<file path="config.mk">
export PLATFORM = sky130hd
export DESIGN_NAME = i2c_master_bit_sequencer_unit_flat
export DESIGN_NICKNAME = d
export VERILOG_FILES = /design/src/rtl/i2cmbs_pkg.sv /design/src/rtl/i2cmbs_ifs.sv /design/src/rtl/i2cmbs_in_stage.sv /design/src/rtl/i2cmbs_seq.sv /design/src/rtl/i2c_master_bit_sequencer_unit.sv /design/src/flat_wrapper.sv
export VERILOG_INCLUDE_DIRS = /design/src /design/src/rtl
export SDC_FILE = /design/constraint.sdc
export NUM_CORES = 1
export LEC_CHECK = 0
export BUFFER_PORTS_ARGS = -buffer_cell sky130_fd_sc_hd__buf_4
export CAP_MARGIN = 20
export CORE_MARGIN = 2
export CORE_UTILIZATION = 30
export DETAILED_ROUTE_END_ITERATION = 16
export SYNTH_ARGS = -nofsm -noshare
export SYNTH_HDL_FRONTEND = slang
export SYNTH_HIERARCHICAL = 1
export SYNTH_SLANG_ARGS = --single-unit
</file>
<file path="constraint.sdc">
create_clock -name clk -period 6.9 [get_ports clk]
set_clock_uncertainty 0.15 [all_clocks]
set_input_delay 1.035 -clock clk [delete_from_list [all_inputs] [get_ports clk]]
set_output_delay 1.035 -clock clk [all_outputs]
set_load 0.02 [all_outputs]
</file>
<file path="src/rtl/i2c_master_bit_sequencer_unit_defines.svh">
// assertion macros for the i2c master bit sequencer
// used by modules that include this header, expects clk and rst in scope
`ifndef I2C_MASTER_BIT_SEQUENCER_UNIT_DEFINES_SVH
`define I2C_MASTER_BIT_SEQUENCER_UNIT_DEFINES_SVH

// same-cycle implication
`define I2CMBS_ASSERT_NOW(label, ante, cons, msg) \
  label: assert property (@(posedge clk) disable iff (rst) (ante) |-> (cons)) \
    else $error(msg);

// next-cycle implication
`define I2CMBS_ASSERT_NEXT(label, ante, cons, msg) \
  label: assert property (@(posedge clk) disable iff (rst) (ante) |=> (cons)) \
    else $error(msg);

`endif

</file>
<file path="src/rtl/i2cmbs_pkg.sv">
// shared types, codes and small tables for the i2c master bit sequencer
// no dependencies
`default_nettype none

package i2cmbs_pkg;

  typedef enum logic [2:0] {
    OP_TICK  = 3'd0,
    OP_START = 3'd1,
    OP_STOP  = 3'd2,
    OP_WRITE = 3'd3,
    OP_READ  = 3'd4,
    OP_SACK  = 3'd5,
    OP_RACK  = 3'd6
  } op_t;

  localparam logic [15:0] STEP_TICKS_RESET = 16'd720;

  typedef struct packed {
    op_t        operation;
    logic [7:0] data_byte;
    logic       ack_value;
    logic       sda_in;
  } item_t;

  // idx mod 3 and (idx div 3) mod 8 for a 5 bit step index
  localparam logic [1:0] MOD3 [32] = '{
    2'd0, 2'd1, 2'd2, 2'd0, 2'd1, 2'd2, 2'd0, 2'd1,
    2'd2, 2'd0, 2'd1, 2'd2, 2'd0, 2'd1, 2'd2, 2'd0,
    2'd1, 2'd2, 2'd0, 2'd1, 2'd2, 2'd0, 2'd1, 2'd2,
    2'd0, 2'd1, 2'd2, 2'd0, 2'd1, 2'd2, 2'd0, 2'd1
  };

  localparam logic [2:0] DIV3 [32] = '{
    3'd0, 3'd0, 3'd0, 3'd1, 3'd1, 3'd1, 3'd2, 3'd2,
    3'd2, 3'd3, 3'd3, 3'd3, 3'd4, 3'd4, 3'd4, 3'd5,
    3'd5, 3'd5, 3'd6, 3'd6, 3'd6, 3'd7, 3'd7, 3'd7,
    3'd0, 3'd0, 3'd0, 3'd1, 3'd1, 3'd1, 3'd2, 3'd2
  };

  function automatic logic [4:0] run_length(op_t op);
    logic [4:0] len;
    case (op)
      OP_START: len = 5'd4;
      OP_STOP:  len = 5'd3;
      OP_WRITE: len = 5'd24;
      OP_READ:  len = 5'd25;
      OP_SACK:  len = 5'd3;
      OP_RACK:  len = 5'd4;
      default:  len = 5'd0;
    endcase
    return len;
  endfunction

endpackage

`default_nettype wire

</file>
<file path="src/rtl/i2cmbs_ifs.sv">
// valid/ready channel interfaces for the i2c master bit sequencer
// no dependencies
`default_nettype none

interface i2cmbs_in_if;
  logic       valid;
  logic       ready;
  logic [2:0] operation;
  logic [7:0] data_byte;
  logic       ack_value;
  logic       sda_in;
  modport source (output valid, operation, data_byte, ack_value, sda_in, input ready);
  modport sink (input valid, operation, data_byte, ack_value, sda_in, output ready);
endinterface

interface i2cmbs_out_if;
  logic       valid;
  logic       ready;
  logic       scl_out;
  logic       sda_out;
  logic       busy_res;
  logic       done_res;
  logic [7:0] received_byte;
  logic       received_ack;
  logic       status;
  modport source (output valid, scl_out, sda_out, busy_res, done_res, received_byte,
                  received_ack, status, input ready);
  modport sink (input valid, scl_out, sda_out, busy_res, done_res, received_byte,
                received_ack, status, output ready);
endinterface

interface i2cmbs_cfg_if;
  logic        valid;
  logic        ready;
  logic [15:0] data;
  modport source (output valid, data, input ready);
  modport sink (input valid, data, output ready);
endinterface

`default_nettype wire

</file>
<file path="src/rtl/i2cmbs_in_stage.sv">
// input register for the i2c master bit sequencer
// depends on i2cmbs_pkg and i2cmbs_in_if
`default_nettype none

module i2cmbs_in_stage (
  input  wire logic              clk,
  input  wire logic              rst,
  i2cmbs_in_if.sink              in_ch,
  input  wire logic              take,
  output i2cmbs_pkg::item_t      item,
  output logic                   item_valid
);

  assign in_ch.ready = !rst && (!item_valid || take);

  always_ff @(posedge clk) begin
    if (rst) begin
      item_valid <= 1'b0;
    end else if (in_ch.ready) begin
      item_valid <= in_ch.valid;
    end
  end

  always_ff @(posedge clk) begin
    if (in_ch.valid && in_ch.ready) begin
      item.operation <= i2cmbs_pkg::op_t'(in_ch.operation);
      item.data_byte <= in_ch.data_byte;
      item.ack_value <= in_ch.ack_value;
      item.sda_in    <= in_ch.sda_in;
    end
  end

endmodule

`default_nettype wire

</file>
<file path="src/rtl/i2cmbs_seq.sv">
// sequencer state, line update logic and result register
// depends on i2cmbs_pkg, i2cmbs_out_if and the defines header
`default_nettype none
`include "i2c_master_bit_sequencer_unit_defines.svh"

module i2cmbs_seq (
  input  wire logic              clk,
  input  wire logic              rst,
  input  wire i2cmbs_pkg::item_t item,
  input  wire logic              item_valid,
  input  wire logic [15:0]       step_ticks,
  output logic                   take,
  i2cmbs_out_if.source           out_ch
);

  i2cmbs_pkg::op_t active;
  logic [4:0]      step_index;
  logic [15:0]     hold_count;
  logic [7:0]      shift_byte;
  logic            scl_level;
  logic            sda_level;
  logic            ack_latch;
  logic [7:0]      rx_hold;
  logic            done;
  logic            status;
  logic            res_valid;

  i2cmbs_pkg::op_t active_next;
  logic [4:0]      step_index_next;
  logic [15:0]     hold_count_next;
  logic [7:0]      shift_byte_next;
  logic            scl_level_next;
  logic            sda_level_next;
  logic            ack_latch_next;
  logic [7:0]      rx_hold_next;
  logic            done_next;
  logic            status_next;

  logic [15:0] hold_len;
  logic        busy;
  logic        act;
  logic [4:0]  act_idx;
  logic [4:0]  idx_inc;
  logic [1:0]  read_phase;

  assign take     = item_valid && (!res_valid || out_ch.ready);
  assign hold_len = (step_ticks == 16'd0) ? 16'd1 : step_ticks;
  assign busy     = active != i2cmbs_pkg::OP_TICK;
  assign idx_inc  = step_index + 5'd1;

  always_comb begin
    active_next     = active;
    step_index_next = step_index;
    hold_count_next = hold_count;
    shift_byte_next = shift_byte;
    scl_level_next  = scl_level;
    sda_level_next  = sda_level;
    ack_latch_next  = ack_latch;
    rx_hold_next    = rx_hold;
    done_next       = 1'b0;
    status_next     = 1'b0;
    act             = 1'b0;
    act_idx         = 5'd0;
    read_phase      = 2'd0;

    case (item.operation)
      i2cmbs_pkg::OP_TICK: begin
        if (busy) begin
          if (hold_count > 16'd1) begin
            hold_count_next = hold_count - 16'd1;
          end else if (idx_inc >= i2cmbs_pkg::run_length(active)) begin
            if (active == i2cmbs_pkg::OP_READ) begin
              rx_hold_next = shift_byte;
            end
            active_next     = i2cmbs_pkg::OP_TICK;
            step_index_next = 5'd0;
            hold_count_next = 16'd0;
            done_next       = 1'b1;
          end else begin
            act             = 1'b1;
            act_idx         = idx_inc;
            step_index_next = idx_inc;
            hold_count_next = hold_len;
          end
        end
      end
      i2cmbs_pkg::OP_START, i2cmbs_pkg::OP_STOP, i2cmbs_pkg::OP_WRITE,
      i2cmbs_pkg::OP_READ, i2cmbs_pkg::OP_SACK, i2cmbs_pkg::OP_RACK: begin
        if (busy) begin
          status_next = 1'b1;
        end else begin
          active_next     = item.operation;
          step_index_next = 5'd0;
          hold_count_next = hold_len;
          act             = 1'b1;
          if (item.operation == i2cmbs_pkg::OP_WRITE) begin
            shift_byte_next = item.data_byte;
          end else if (item.operation == i2cmbs_pkg::OP_READ) begin
            shift_byte_next = 8'd0;
          end
        end
      end
      default: begin
      end
    endcase

    if (act) begin
      read_phase = i2cmbs_pkg::MOD3[act_idx - 5'd1];
      case (active_next)
        i2cmbs_pkg::OP_START: begin
          if (act_idx == 5'd0) sda_level_next = 1'b1;
          else if (act_idx == 5'd1) scl_level_next = 1'b1;
          else if (act_idx == 5'd2) sda_level_next = 1'b0;
          else scl_level_next = 1'b0;
        end
        i2cmbs_pkg::OP_STOP: begin
          if (act_idx == 5'd0) sda_level_next = 1'b0;
          else if (act_idx == 5'd1) scl_level_next = 1'b1;
          else sda_level_next = 1'b1;
        end
        i2cmbs_pkg::OP_WRITE: begin
          if (i2cmbs_pkg::MOD3[act_idx] == 2'd0) begin
            sda_level_next = shift_byte_next[~i2cmbs_pkg::DIV3[act_idx]];
          end else if (i2cmbs_pkg::MOD3[act_idx] == 2'd1) begin
            scl_level_next = 1'b1;
          end else begin
            scl_level_next = 1'b0;
          end
        end
        i2cmbs_pkg::OP_READ: begin
          if (act_idx == 5'd0) sda_level_next = 1'b1;
          else if (read_phase == 2'd0) scl_level_next = 1'b1;
          else if (read_phase == 2'd1) shift_byte_next = {shift_byte[6:0], item.sda_in};
          else scl_level_next = 1'b0;
        end
        i2cmbs_pkg::OP_SACK: begin
          if (act_idx == 5'd0) sda_level_next = item.ack_value;
          else if (act_idx == 5'd1) scl_level_next = 1'b1;
          else scl_level_next = 1'b0;
        end
        i2cmbs_pkg::OP_RACK: begin
          if (act_idx == 5'd0) sda_level_next = 1'b1;
          else if (act_idx == 5'd1) scl_level_next = 1'b1;
          else if (act_idx == 5'd2) ack_latch_next = item.sda_in;
          else scl_level_next = 1'b0;
        end
        default: begin
        end
      endcase
    end
  end

  always_ff @(posedge clk) begin
    if (rst) begin
      active     <= i2cmbs_pkg::OP_TICK;
      step_index <= 5'd0;
      hold_count <= 16'd0;
      shift_byte <= 8'd0;
      scl_level  <= 1'b1;
      sda_level  <= 1'b1;
      ack_latch  <= 1'b1;
      rx_hold    <= 8'd0;
      res_valid  <= 1'b0;
    end else begin
      if (take) begin
        active     <= active_next;
        step_index <= step_index_next;
        hold_count <= hold_count_next;
        shift_byte <= shift_byte_next;
        scl_level  <= scl_level_next;
        sda_level  <= sda_level_next;
        ack_latch  <= ack_latch_next;
        rx_hold    <= rx_hold_next;
        res_valid  <= 1'b1;
      end else if (out_ch.ready) begin
        res_valid <= 1'b0;
      end
    end
  end

  always_ff @(posedge clk) begin
    if (take) begin
      done   <= done_next;
      status <= status_next;
    end
  end

  assign out_ch.valid         = res_valid;
  assign out_ch.scl_out       = scl_level;
  assign out_ch.sda_out       = sda_level;
  assign out_ch.busy_res      = busy;
  assign out_ch.done_res      = done;
  assign out_ch.received_byte = rx_hold;
  assign out_ch.received_ack  = ack_latch;
  assign out_ch.status        = status;

  `I2CMBS_ASSERT_NOW(a_idle_clear, !busy, step_index == 5'd0 && hold_count == 16'd0, "idle with step state left")
  `I2CMBS_ASSERT_NEXT(a_done_idle, take && done_next, !busy && done, "finished command still busy")
  `I2CMBS_ASSERT_NEXT(a_reject_keeps, take && status_next, active == $past(active) && $stable(step_index), "rejected command changed the run")
  `I2CMBS_ASSERT_NOW(a_busy_hold, busy, hold_count != 16'd0, "active run with empty hold count")

endmodule

`default_nettype wire

</file>
<file path="src/rtl/i2c_master_bit_sequencer_unit.sv">
// top level of the i2c master bit sequencer: step length register and channel wiring
// depends on i2cmbs_pkg, i2cmbs_ifs, i2cmbs_in_stage and i2cmbs_seq
//
// in_ch carries one item per handshake: a tick (operation 0, with the sampled sda level)
// or a command (start, stop, write byte, read byte, send ack, read ack).
// out_ch returns exactly one result item per input item: the scl and sda drive levels,
// busy, done, the last received byte and ack, and a status bit set when a command
// arrived while a run was still active.
// cfg_ch writes step_ticks, the number of ticks each line update is held; it is ready
// whenever reset is low and must only be written while the block is idle. reset value
// is 720.
// an item is registered on entry and its result is registered again in the sequencer's result register.
// throughput: one item per cycle while out_ch does not stall; the sequencer updates its state as each item is taken.
// when out_ch stalls, the result register holds and the input register fills, after
// which in_ch ready drops; no item is lost or repeated.
// reset (rst, synchronous) leaves the lines released, the block idle and both
// registers empty; no channel is ready while reset is high.
`default_nettype none

module i2c_master_bit_sequencer_unit (
  input  wire logic     clk,
  input  wire logic     rst,
  i2cmbs_in_if.sink     in_ch,
  i2cmbs_out_if.source  out_ch,
  i2cmbs_cfg_if.sink    cfg_ch
);

  logic [15:0]       step_ticks;
  i2cmbs_pkg::item_t item;
  logic              item_valid;
  logic              take;

  assign cfg_ch.ready = !rst;

  always_ff @(posedge clk) begin
    if (rst) begin
      step_ticks <= i2cmbs_pkg::STEP_TICKS_RESET;
    end else if (cfg_ch.valid && cfg_ch.ready) begin
      step_ticks <= cfg_ch.data;
    end
  end

  i2cmbs_in_stage u_in_stage (
    .clk        (clk),
    .rst        (rst),
    .in_ch      (in_ch),
    .take       (take),
    .item       (item),
    .item_valid (item_valid)
  );

  i2cmbs_seq u_seq (
    .clk        (clk),
    .rst        (rst),
    .item       (item),
    .item_valid (item_valid),
    .step_ticks (step_ticks),
    .take       (take),
    .out_ch     (out_ch)
  );

endmodule

`default_nettype wire

</file>
<file path="src/flat_wrapper.sv">
// flat-port wrapper written by rule: the top's interface ports become plain ports
module i2c_master_bit_sequencer_unit_flat 
  (clk, rst, in_ch_valid, in_ch_operation, in_ch_data_byte, in_ch_ack_value, in_ch_sda_in, in_ch_ready, out_ch_valid, out_ch_scl_out, out_ch_sda_out, out_ch_busy_res, out_ch_done_res, out_ch_received_byte, out_ch_received_ack, out_ch_status, out_ch_ready, cfg_ch_valid, cfg_ch_data, cfg_ch_ready);
  i2cmbs_in_if in_ch_i ();
  i2cmbs_out_if out_ch_i ();
  i2cmbs_cfg_if cfg_ch_i ();
  input  wire logic clk;
  input  wire logic rst;
  input wire logic [$bits(in_ch_i.valid)-1:0] in_ch_valid;
  input wire logic [$bits(in_ch_i.operation)-1:0] in_ch_operation;
  input wire logic [$bits(in_ch_i.data_byte)-1:0] in_ch_data_byte;
  input wire logic [$bits(in_ch_i.ack_value)-1:0] in_ch_ack_value;
  input wire logic [$bits(in_ch_i.sda_in)-1:0] in_ch_sda_in;
  output wire logic [$bits(in_ch_i.ready)-1:0] in_ch_ready;
  output wire logic [$bits(out_ch_i.valid)-1:0] out_ch_valid;
  output wire logic [$bits(out_ch_i.scl_out)-1:0] out_ch_scl_out;
  output wire logic [$bits(out_ch_i.sda_out)-1:0] out_ch_sda_out;
  output wire logic [$bits(out_ch_i.busy_res)-1:0] out_ch_busy_res;
  output wire logic [$bits(out_ch_i.done_res)-1:0] out_ch_done_res;
  output wire logic [$bits(out_ch_i.received_byte)-1:0] out_ch_received_byte;
  output wire logic [$bits(out_ch_i.received_ack)-1:0] out_ch_received_ack;
  output wire logic [$bits(out_ch_i.status)-1:0] out_ch_status;
  input wire logic [$bits(out_ch_i.ready)-1:0] out_ch_ready;
  input wire logic [$bits(cfg_ch_i.valid)-1:0] cfg_ch_valid;
  input wire logic [$bits(cfg_ch_i.data)-1:0] cfg_ch_data;
  output wire logic [$bits(cfg_ch_i.ready)-1:0] cfg_ch_ready;
  assign in_ch_i.valid = in_ch_valid;
  assign in_ch_i.operation = in_ch_operation;
  assign in_ch_i.data_byte = in_ch_data_byte;
  assign in_ch_i.ack_value = in_ch_ack_value;
  assign in_ch_i.sda_in = in_ch_sda_in;
  assign in_ch_ready = in_ch_i.ready;
  assign out_ch_valid = out_ch_i.valid;
  assign out_ch_scl_out = out_ch_i.scl_out;
  assign out_ch_sda_out = out_ch_i.sda_out;
  assign out_ch_busy_res = out_ch_i.busy_res;
  assign out_ch_done_res = out_ch_i.done_res;
  assign out_ch_received_byte = out_ch_i.received_byte;
  assign out_ch_received_ack = out_ch_i.received_ack;
  assign out_ch_status = out_ch_i.status;
  assign out_ch_i.ready = out_ch_ready;
  assign cfg_ch_i.valid = cfg_ch_valid;
  assign cfg_ch_i.data = cfg_ch_data;
  assign cfg_ch_ready = cfg_ch_i.ready;
  i2c_master_bit_sequencer_unit u_core (.clk(clk), .rst(rst), .in_ch(in_ch_i), .out_ch(out_ch_i), .cfg_ch(cfg_ch_i));
endmodule
</file>
==> run_results.csv, run 1 <==
group,metric,value,unit
synthesis,ys.flop_type,"dfxtp_1",
pwr,p_int,0.843,mW
floorplan,io-pin-count,51,
route,wirelength,12600,um
final_layout,postLayoutCoreUtil,35.8,%
floorplan,die_h,132,um
placement,place.port_buffers,50,
synthesis,ys_seq_area_share,34.1,%
status,status,"complete, no violations",
timing,final-setup-viol-count,0,
worst_setup_path,path_common_cell,"ha_1",
timing,post-route-worst-setup-slack,0.991,ns
synthesis,synth_top_cell_area_share,24.9,%
pwr,seqPwrFrac,41.5,%
min_path,hp-class,"reg2reg",
final_layout,nNetsFinal,670,
floorplan,num_rows,46,
worst_setup_path,cp_top_family,"simple AND/OR/NAND/NOR gates",
synthesis,synth_top_area_cell,"dfxtp_1",
worst_setup_path,slowest_delay,0.51,ns
worst_setup_path,crit_slowest_cell,"dfxtp_1",
worst_setup_path,r2r_cells,21,
worst_setup_path,endpoint_kind,"flop",
timing,drv_slew,0,
run,cap_violations,0,
clock_network,clk_pin_slew_worst_paths,0.06,ns
timing,max_freq,169,MHz
timing,tightest_slew,1.02,ns
worst_setup_path,r2r_end,"u_core/u_seq/shift_byte[3]",
synthesis,async_flop_share,0,%
clock_network,cts_resized,0,
timing,fin_tns_setup,0,ns
synthesis,synth_area_leaders,"dfxtp_1, edfxtp_1, nor2_1, mux2i_1, ha_1",
worst_setup_path,crit_chain,"ha_1, nand3_1, xnor2_1, inv_2, ha_1, and4_1, a2111o_1, a2111oi_2, and2b_2, inv_1, ha_1, or2_2, o22ai_1, a21oi_1, nand4_1, nand3_1, mux2_4, o221ai_2, nand2_2, nor4_4, a221o_1",
clock_network,clkLatencyLatePin,0.35,ns
pwr,p_comb_share,20.4,%
global_routing,grt_pass1_wl,20900,um
pwr,switching_share,29.5,%
floorplan,start_util,30.7,%
worst_setup_path,r2r_slack,0.99,ns
worst_setup_path,cp.required,7.03,ns
global_routing,grt_max_degree,65,
route,drc,0,
timing,finalHoldViolations,0,
clock_network,clock-sinks,76,
worst_setup_path,path_class,"reg2reg",
min_path,hold_end,"u_core/u_seq/out_ch.valid",
clock_network,clockRootBuffer,"clkbuf_16",
worst_setup_path,arrival,6.04,ns
pwr,switching_power,0.354,mW
pwr,p_leak,2.17,nW
synthesis,synth.avg_cell_area,8.42,sq um
synthesis,synth_warnings,6,
global_routing,overflow,0,
synthesis,synth_seq_cells,76,
route,final_antenna_net_count,0,
pwr,power.density,210,nW/um^2
synthesis,synth_nets,634,
clock_network,cts-buffers-inserted,9,
route,routedWlPerCell,15.0,um
final_layout,area_growth,16.5,%
worst_setup_path,path_max_fanout,14,
clock_network,cts_tree,"built",
min_path,min-delay-start,"u_core/u_in_stage/item_valid",
clock_network,clock_path_buffers,2,
placement,gp_congestion,0.955,
route,drt_iter0_drc,214,
floorplan,die_w,132,um
timing,period_minus_slack,5.91,ns
worst_setup_path,startpoint_type,"flop",
synthesis,synth_edf_count,15,
final_layout,layout_commonest_cell,"nor2_1",
clock_network,postCtsSetupBuffers,0,
placement,dpl.hpwl,9130,um
worst_setup_path,reg2reg_from,"u_core/u_seq/step_index[0]",
timing,slew_headroom,32.0,%
global_routing,antenna_found_initial,0,
timing,fin_hold_ws,0.325,ns
global_routing,grtUsageTotal,14.6,%
placement,preCtsSetupSlack,1.03,ns
worst_setup_path,worst-path-buf-inv,2,
synthesis,yosysUniqueCellTypes,84,
pwr,vdd_drop_max,0.142,mV
route,drtPass1Iterations,4,
pwr,p_clk_share,38.1,%
floorplan,core-area,15900,sq um
floorplan,dieArea,17400,sq um
route,vias,4459,
global_routing,grt_pass1_vias,4232,
final_layout,diodes,0,
synthesis,synthCells,582,
min_path,holdPathStages,2,
synthesis,syn_area,4900,sq um
timing,post-route-period-util,85.6,%
final_layout,layout_common_cells,"nor2_1, dfxtp_1, buf_4, nand2_1, a21oi_1",
clock_network,htree_levels,3,
timing,rsz0062_at_grt,"false",
final_layout,drive_above_1_share,15.9,%
route,via_per_inst,5.31,
clock_network,ctsHoldBuffers,0,
pwr,power,1.20,mW
## Yosys cell counts (3+ instances only)
cell and count:
a32o_1 3, edfxtp_1 15, o211ai_1 4, o21ai_0 37, a21boi_0 5, xnor2_1 5
a31oi_1 3, nand2_1 53, o21a_1 5, and3_1 3, buf_2 8, a221o_1 9
inv_1 18, nor3_1 17, mux2_2 4, ha_1 18, and2_1 3, dfxtp_1 61
clkbuf_1 15, nor2_1 78, nand2b_1 8, a211oi_1 8, nand4_1 5, or3_1 3
a2bb2oi_1 4, a22oi_1 8, mux2i_1 27, nor4_4 3, nor4_1 12, o22ai_1 3
a22o_1 4, a21oi_1 39, nor2b_1 5, nand3_1 25, a41oi_1 3
## power groups by stage
stage / clock network (mW) / registers [mW] / logic [mW]
after global placement: 0 / 0.505 / 0.236
after global routing: 0.484 / 0.500 / 0.272
after detailed placement: 0 / 0.506 / 0.241
after floorplan: 0 / 0.500 / 0.181
after CTS: 0.469 / 0.496 / 0.242
final: 0.456 / 0.497 / 0.245
## logic make-up (layout without fill, tap and decap cells)
family / after synthesis / count (layout) / share of synthesized area, %
and+or+nand+nor: 234 / 234 / 24.1
AOI/OAI and AO/OA: 165 / 165 / 24.0
DFF: 76 / 76 / 34.1
buffers and inverters: 48 / 89 / 4.52
muxes: 32 / 32 / 6.74
adders and majority gates: 18 / 18 / 4.60
xor gates and xnor gates: 9 / 9 / 1.92
## per-layer routing
metal  track usage (%)  up-vias  routed length (um)
met1              19.2     2139                6060
met5                 0        -                   0
met2              23.6       76                5920
met4              5.68        0                 252
li1                  -     2223                   -
met3              2.88       21                 364
## sequential cells by signal (all words and copies together) (netlist names), 3 cells and up
signal,flops
u_core/u_seq/shift_byte,8
u_core/u_in_stage/item,13
u_core/u_seq/step_index,5
u_core/step_ticks,16
u_core/u_seq/active,3
u_core/u_seq/out_ch.received_byte,8
u_core/u_seq/hold_count,16
## stage by stage
stage	instances	cell area [sq um]
final	839	5710
after global routing	839	5710
after CTS	838	5700
after detailed placement	822	5410
after global placement	821	5410
after floorplan	582	4900
## worst min-delay path, cell delays in order, from the launching register on
cell,delay (ns)
dfxtp_1,0.32
inv_1,0.05
a21oi_1,0.05
## worst max path at each step
stage | to | slack (ns) | cells past startpoint | start
after floorplan | u_core/u_seq/shift_byte[0] | 1.67 | 22 | u_core/u_seq/step_index[0]
after global placement | u_core/u_seq/shift_byte[4] | 1.26 | 21 | u_core/u_seq/step_index[0]
after detailed placement | u_core/u_seq/shift_byte[0] | 1.03 | 21 | u_core/u_seq/step_index[0]
after CTS | u_core/u_seq/shift_byte[0] | 1.01 | 21 | u_core/u_seq/step_index[0]
after global routing | u_core/u_seq/shift_byte[1] | 0.50 | 21 | u_core/u_seq/step_index[0]
final | u_core/u_seq/shift_byte[3] | 0.99 | 21 | u_core/u_seq/step_index[0]
## cell type report
type | instances | area (sq um)
tap | 216 | 270
clock buffer | 12 | 268
clock inverter | 4 | 21.3
fill | 1638 | 10200
sequential | 76 | 1670
inverter | 20 | 75.1
timing repair buffer | 53 | 398
multi-input combinational | 458 | 3010
Note: power is estimated with default switching activity, not from simulation.
==> inputs of run 2 (changes only) <==
--- a/config.mk
+++ b/config.mk
@@ -11,6 +11,8 @@
 export CORE_MARGIN = 2
 export CORE_UTILIZATION = 30
 export DETAILED_ROUTE_END_ITERATION = 16
+export MAX_ROUTING_LAYER = met4
+export PLACE_DENSITY = 0.58
 export SYNTH_ARGS = -nofsm -noshare
 export SYNTH_HDL_FRONTEND = slang
 export SYNTH_HIERARCHICAL = 1
==> run_results.csv, run 2 (same netlist as run 1, synthesis figures left out) <==
group,metric,value,unit
timing,tightest_slew,0.997,ns
route,via_per_inst,5.39,
placement,dp_cells,822,
worst_setup_path,crit_chain,"ha_1, nand3_1, xnor2_1, inv_2, ha_1, and4_1, a2111o_1, a2111oi_2, and2b_2, inv_1, ha_1, or2_2, o22ai_1, a21oi_1, nand4_1, nand3_1, mux2_4, o221ai_2, nand2_2, nor4_4, a221o_1",
pwr,p_comb_share,20.3,%
final_layout,seqCellArea,1670,sq um
clock_network,clockRootBuffer,"clkbuf_16",
status,status,"complete, no violations",
floorplan,io-pin-count,51,
global_routing,antenna_found_initial,0,
global_routing,grt_pass1_wl,21300,um
worst_setup_path,endpoint_kind,"flop",
route,routedWlPerCell,14.9,um
pwr,switching_power,0.368,mW
worst_setup_path,r2r_cells,21,
clock_network,clk_pin_slew_worst_paths,0.06,ns
worst_setup_path,slowest_delay,0.50,ns
run,cap_violations,0,
placement,dpl.hpwl,9100,um
floorplan,start_util,30.7,%
final_layout,area_growth,16.4,%
min_path,holdPathStages,2,
clock_network,cts-buffers-inserted,9,
worst_setup_path,arrival,6.05,ns
clock_network,clkLatencyLatePin,0.34,ns
min_path,hp-class,"reg2reg",
floorplan,num_rows,46,
worst_setup_path,r2r_end,"u_core/u_seq/shift_byte[2]",
timing,finalHoldViolations,0,
timing,drv_slew,0,
worst_setup_path,crit_slowest_cell,"dfxtp_1",
timing,slew_headroom,33.2,%
min_path,min-delay-start,"u_core/u_in_stage/item_valid",
final_layout,diodes,0,
route,vias,4518,
floorplan,die_h,132,um
route,wirelength,12500,um
worst_setup_path,cp_top_family,"simple AND/OR/NAND/NOR gates",
final_layout,layout_common_cells,"nor2_1, dfxtp_1, nand2_1",
final_layout,layout_commonest_cell,"nor2_1",
final_layout,drive_above_1_share,15.9,%
timing,period_minus_slack,5.91,ns
route,drt_iter0_drc,289,
final_layout,reg.largest.list,"u_core/step_ticks: 16 flops, u_core/u_seq/hold_count: 16 flops, u_core/u_in_stage/item: 13 flops",
worst_setup_path,path_max_fanout,14,
global_routing,grt_max_degree,65,
clock_network,cts_tree,"built",
clock_network,ctsHoldBuffers,0,
route,final_antenna_net_count,0,
placement,gp_congestion,0.951,
route,drtPass1Iterations,5,
worst_setup_path,path_common_cell,"ha_1",
clock_network,postCtsSetupBuffers,0,
final_layout,multi_input_comb_area,3010,sq um
final_layout,postLayoutCoreUtil,35.8,%
worst_setup_path,startpoint_type,"flop",
clock_network,htree_levels,3,
pwr,p_clk_share,38.4,%
timing,fin_tns_setup,0,ns
floorplan,die_w,132,um
pwr,switching_share,30.5,%
worst_setup_path,worstSetupStartpoint,"u_core/u_seq/step_index[0]",
placement,place.port_buffers,50,
worst_setup_path,cp.required,7.04,ns
pwr,p_int,0.836,mW
clock_network,clock_path_buffers,2,
pwr,vdd_drop_max,0.132,mV
global_routing,overflow,0,
final_layout,nNetsFinal,669,
timing,max_freq,169,MHz
final_layout,stdcell_count,838,
worst_setup_path,path_class,"reg2reg",
pwr,power.density,211,nW/um^2
clock_network,clock-sinks,76,
final_layout,fill_cells,1656,
global_routing,grt_pass1_vias,4263,
timing,final-setup-viol-count,0,
worst_setup_path,worst-path-buf-inv,2,
worst_setup_path,reg2reg_from,"u_core/u_seq/step_index[0]",
worst_setup_path,r2r_slack,0.99,ns
timing,fin_hold_ws,0.317,ns
timing,post-route-period-util,85.7,%
pwr,seqPwrFrac,41.2,%
floorplan,core-area,15900,sq um
global_routing,grtUsageTotal,15.2,%
route,drc,0,
min_path,hold_end,"u_core/u_seq/out_ch.valid",
timing,rsz0062_at_grt,"false",
clock_network,cts_resized,0,
floorplan,dieArea,17400,sq um
pwr,p_leak,2.16,nW
==> run 2: cell count changes in the layout (fill, tap and decap cells not counted), sizes merged <==
cell / before / now
clkbuf: 12 / 10
clkinv: 4 / 3
inv: 20 / 23
buf: 53 / 52
==> run 2: worst register-to-register path: cells and delay by family (launching register included) <==
| family | cells | cell delay, ns |
|---|---|---|
| flops | 1 | 0.50 |
| buf+inv | 2 | 0.27 |
| compound gates | 6 | 1.27 |
| mux | 1 | 0.28 |
| xor+xnor | 1 | 0.38 |
| simple gates | 8 | 1.85 |
| fa+ha+maj | 3 | 1.15 |
==> run 2: final cells by class <==
class,count,share of cell area (%)
multi-input combinational,458,52.7
sequential,76,29.3
timing repair buffer,52,6.84
tap,216,4.74
clock buffer,10,4.39
inverter,20,1.32
clock inverter,6,0.702
==> run 2: layer usage <==
layer | track usage, % | wire, um | up-vias | part of all wire, %
met5 | - | 0 | - | 0
met4 | 5.80 | 269 | 0 | 2.2
met3 | 2.38 | 514 | 24 | 4.1
met2 | 23.8 | 5830 | 112 | 47
met1 | 19.8 | 5890 | 2150 | 47
li1 | - | - | 2232 | -
==> run 2: worst max-delay path by stage <==
stage	endpoint	slack [ns]	depth (start not counted)
2_1_floorplan	u_core/u_seq/shift_byte[0]	1.67	22
3_3_place_gp	u_core/u_seq/shift_byte[4]	1.24	21
3_5_place_dp	u_core/u_seq/shift_byte[2]	1.06	21
4_1_cts	u_core/u_seq/shift_byte[2]	1.03	21
5_1_grt	u_core/u_seq/shift_byte[5]	0.47	21
6_report	u_core/u_seq/shift_byte[2]	0.99	21
==> run 2: power groups by stage <==
stage	registers, mW	logic, mW	clock network (mW)
after floorplan	0.500	0.181	0
after detailed placement	0.506	0.242	0
after CTS	0.496	0.243	0.476
final	0.497	0.245	0.462
after global routing	0.499	0.274	0.495
after global placement	0.506	0.237	0
==> run 2: per-stage QoR <==
step	power, mW	area (sq um)	worst slack, ns
final	1.20	5700	0.989
after global routing	1.27	5700	0.469
after CTS	1.22	5700	1.03
after detailed placement	0.748	5410	1.06
after global placement	0.743	5410	1.24
after floorplan	0.681	4900	1.67
==> inputs of run 3 (changes only) <==
==> constraint.sdc (replaced) <==
create_clock -name clk -period 6.9 [get_ports clk]
set_clock_uncertainty 0.15 [all_clocks]
set_input_delay 0 -clock clk [delete_from_list [all_inputs] [get_ports clk]]
set_output_delay 0 -clock clk [all_outputs]
set_load 0.02 [all_outputs]
==> run_results.csv, run 3 (same netlist as run 1, synthesis figures left out) <==
group,metric,value,unit
clock_network,cts-buffers-inserted,9,
timing,final-setup-viol-count,0,
global_routing,overflow,0,
placement,gp_congestion,0.951,
route,drtPass1Iterations,5,
final_layout,layout_commonest_cell,"nor2_1",
route,final_antenna_net_count,0,
timing,slew_headroom,32.5,%
route,vias,4714,
timing,max_freq,170,MHz
worst_setup_path,worstSetupStartpoint,"u_core/u_seq/step_index[0]",
final_layout,diodes,0,
timing,fin_tns_setup,0,ns
final_layout,layout_common_cells,"nor2_1, dfxtp_1, nand2_1",
clock_network,htree_levels,3,
pwr,vdd_drop_max,0.134,mV
final_layout,fill_cells,1611,
worst_setup_path,crit_chain,"ha_1, nand3_1, xnor2_1, inv_2, ha_1, and4_1, a2111o_1, a2111oi_2, and2b_2, inv_1, ha_1, or2_2, o22ai_1, a21oi_1, nand4_1, nand3_1, mux2_4, o221ai_2, nand2_2, nor4_4, a221o_1",
floorplan,die_w,132,um
pwr,p_leak,2.35,nW
route,routedWlPerCell,14.8,um
worst_setup_path,cp.required,7.04,ns
timing,finalHoldViolations,0,
timing,period_minus_slack,5.90,ns
floorplan,dieArea,17400,sq um
global_routing,grt_pass1_vias,4450,
timing,rsz0062_at_grt,"false",
worst_setup_path,worst-path-buf-inv,2,
final_layout,design_area,6170,sq um
route,wirelength,13100,um
final_layout,reg.largest.list,"u_core/step_ticks: 16 flops, u_core/u_seq/hold_count: 16 flops, u_core/u_in_stage/item: 13 flops",
clock_network,ctsHoldBuffers,47,
global_routing,grt_pass1_wl,22000,um
timing,post-route-worst-setup-slack,1.00,ns
floorplan,die_h,132,um
placement,place.port_buffers,50,
route,drc,0,
global_routing,grt_max_degree,65,
worst_setup_path,arrival,6.03,ns
worst_setup_path,slowest_delay,0.50,ns
route,via_per_inst,5.33,
clock_network,clock-sinks,76,
pwr,power,1.23,mW
worst_setup_path,path_max_fanout,14,
clock_network,postCtsSetupBuffers,0,
floorplan,start_util,30.7,%
route,drt_iter0_drc,360,
worst_setup_path,cp_top_family,"simple AND/OR/NAND/NOR gates",
timing,drv_slew,0,
global_routing,antenna_found_initial,0,
timing,post-route-period-util,85.5,%
min_path,hp-class,"in2reg",
run,cap_violations,0,
clock_network,clock_path_buffers,2,
clock_network,cts_resized,0,
placement,place_area,5410,sq um
clock_network,clkLatencyLatePin,0.34,ns
global_routing,grtUsageTotal,15.7,%
worst_setup_path,endpoint_kind,"flop",
status,status,"complete, no violations",
floorplan,io-pin-count,51,
floorplan,num_rows,46,
placement,dpl.hpwl,9100,um
placement,preCtsSetupSlack,1.06,ns
worst_setup_path,path_common_cell,"ha_1",
worst_setup_path,startpoint_type,"flop",
worst_setup_path,crit_slowest_cell,"dfxtp_1",
final_layout,area_growth,26.0,%
floorplan,core-area,15900,sq um
clock_network,clockRootBuffer,"clkbuf_16",
clock_network,cts_tree,"built",
clock_network,clk_pin_slew_worst_paths,0.06,ns
worst_setup_path,reg2reg_from,"u_core/u_seq/step_index[0]",
worst_setup_path,path_class,"reg2reg",
pwr,power.density,200,nW/um^2
timing,tightest_slew,1.01,ns
final_layout,nNetsFinal,716,
final_layout,drive_above_1_share,14.8,%
min_path,min-delay-start,"rst",
==> run 3: changes by cell type in the layout (fill, tap and decap cells not counted) <==
| cell | previous run | this run |
|---|---|---|
| dlygate4sd3_1 | 0 | 47 |
==> run 3: metrics by stage <==
stage	instances	hold slack (ns)	util, %
global route	885	0.0633	38.7
detailed placement	822	0.0292	34.0
global placement	821	0.0285	33.9
CTS	885	0.0310	38.7
finish	885	0.0243	38.7
floorplan	582	-0.0776	-
==> run 3: final timing paths <==
path	to	slack (ns)	depth (start not counted)
max	u_core/u_seq/shift_byte[2]	1.00	21
min	u_core/step_ticks[14]	0.02	2
max reg2reg	u_core/u_seq/shift_byte[2]	1.00	21
min reg2reg	u_core/u_seq/out_ch.valid	0.32	2
==> run 3: layer usage <==
layer | wire length (um) | track usage, %
met1 | 6070 | 20.1
met2 | 6260 | 25.0
met3 | 533 | 2.42
met4 | 235 | 5.98
met5 | 0 | -
==> run 3: power breakdown <==
part | leakage, nW | total, mW | internal [mW] | switching (mW)
sequential | 0.638 | 0.497 | 0.474 | 0.0222
clock | 0.149 | 0.465 | 0.267 | 0.198
combinational | 1.57 | 0.272 | 0.115 | 0.157
==> run 3: area by class of cell <==
cell class	count	area [sq um]	area share, %
tap	216	270	4.38
inverter	20	75.1	1.22
multi-input combinational	458	3010	48.7
sequential	76	1670	27.1
clock buffer	10	250	4.05
timing repair buffer	99	861	13.9
clock inverter	6	40.0	0.648
==> run 3: worst register-to-register path, cell delays in order, from the launching register on <==
cell       delay, ns
dfxtp_1         0.50
ha_1            0.49
nand3_1         0.19
xnor2_1         0.38
inv_2           0.17
ha_1            0.34
and4_1          0.24
a2111o_1        0.39
a2111oi_2       0.24
and2b_2         0.28
inv_1           0.10
ha_1            0.31
or2_2           0.31
o22ai_1         0.11
a21oi_1         0.09
nand4_1         0.17
nand3_1         0.09
mux2_4          0.29
o221ai_2        0.20
nand2_2         0.11
nor4_4          0.46
a221o_1         0.24
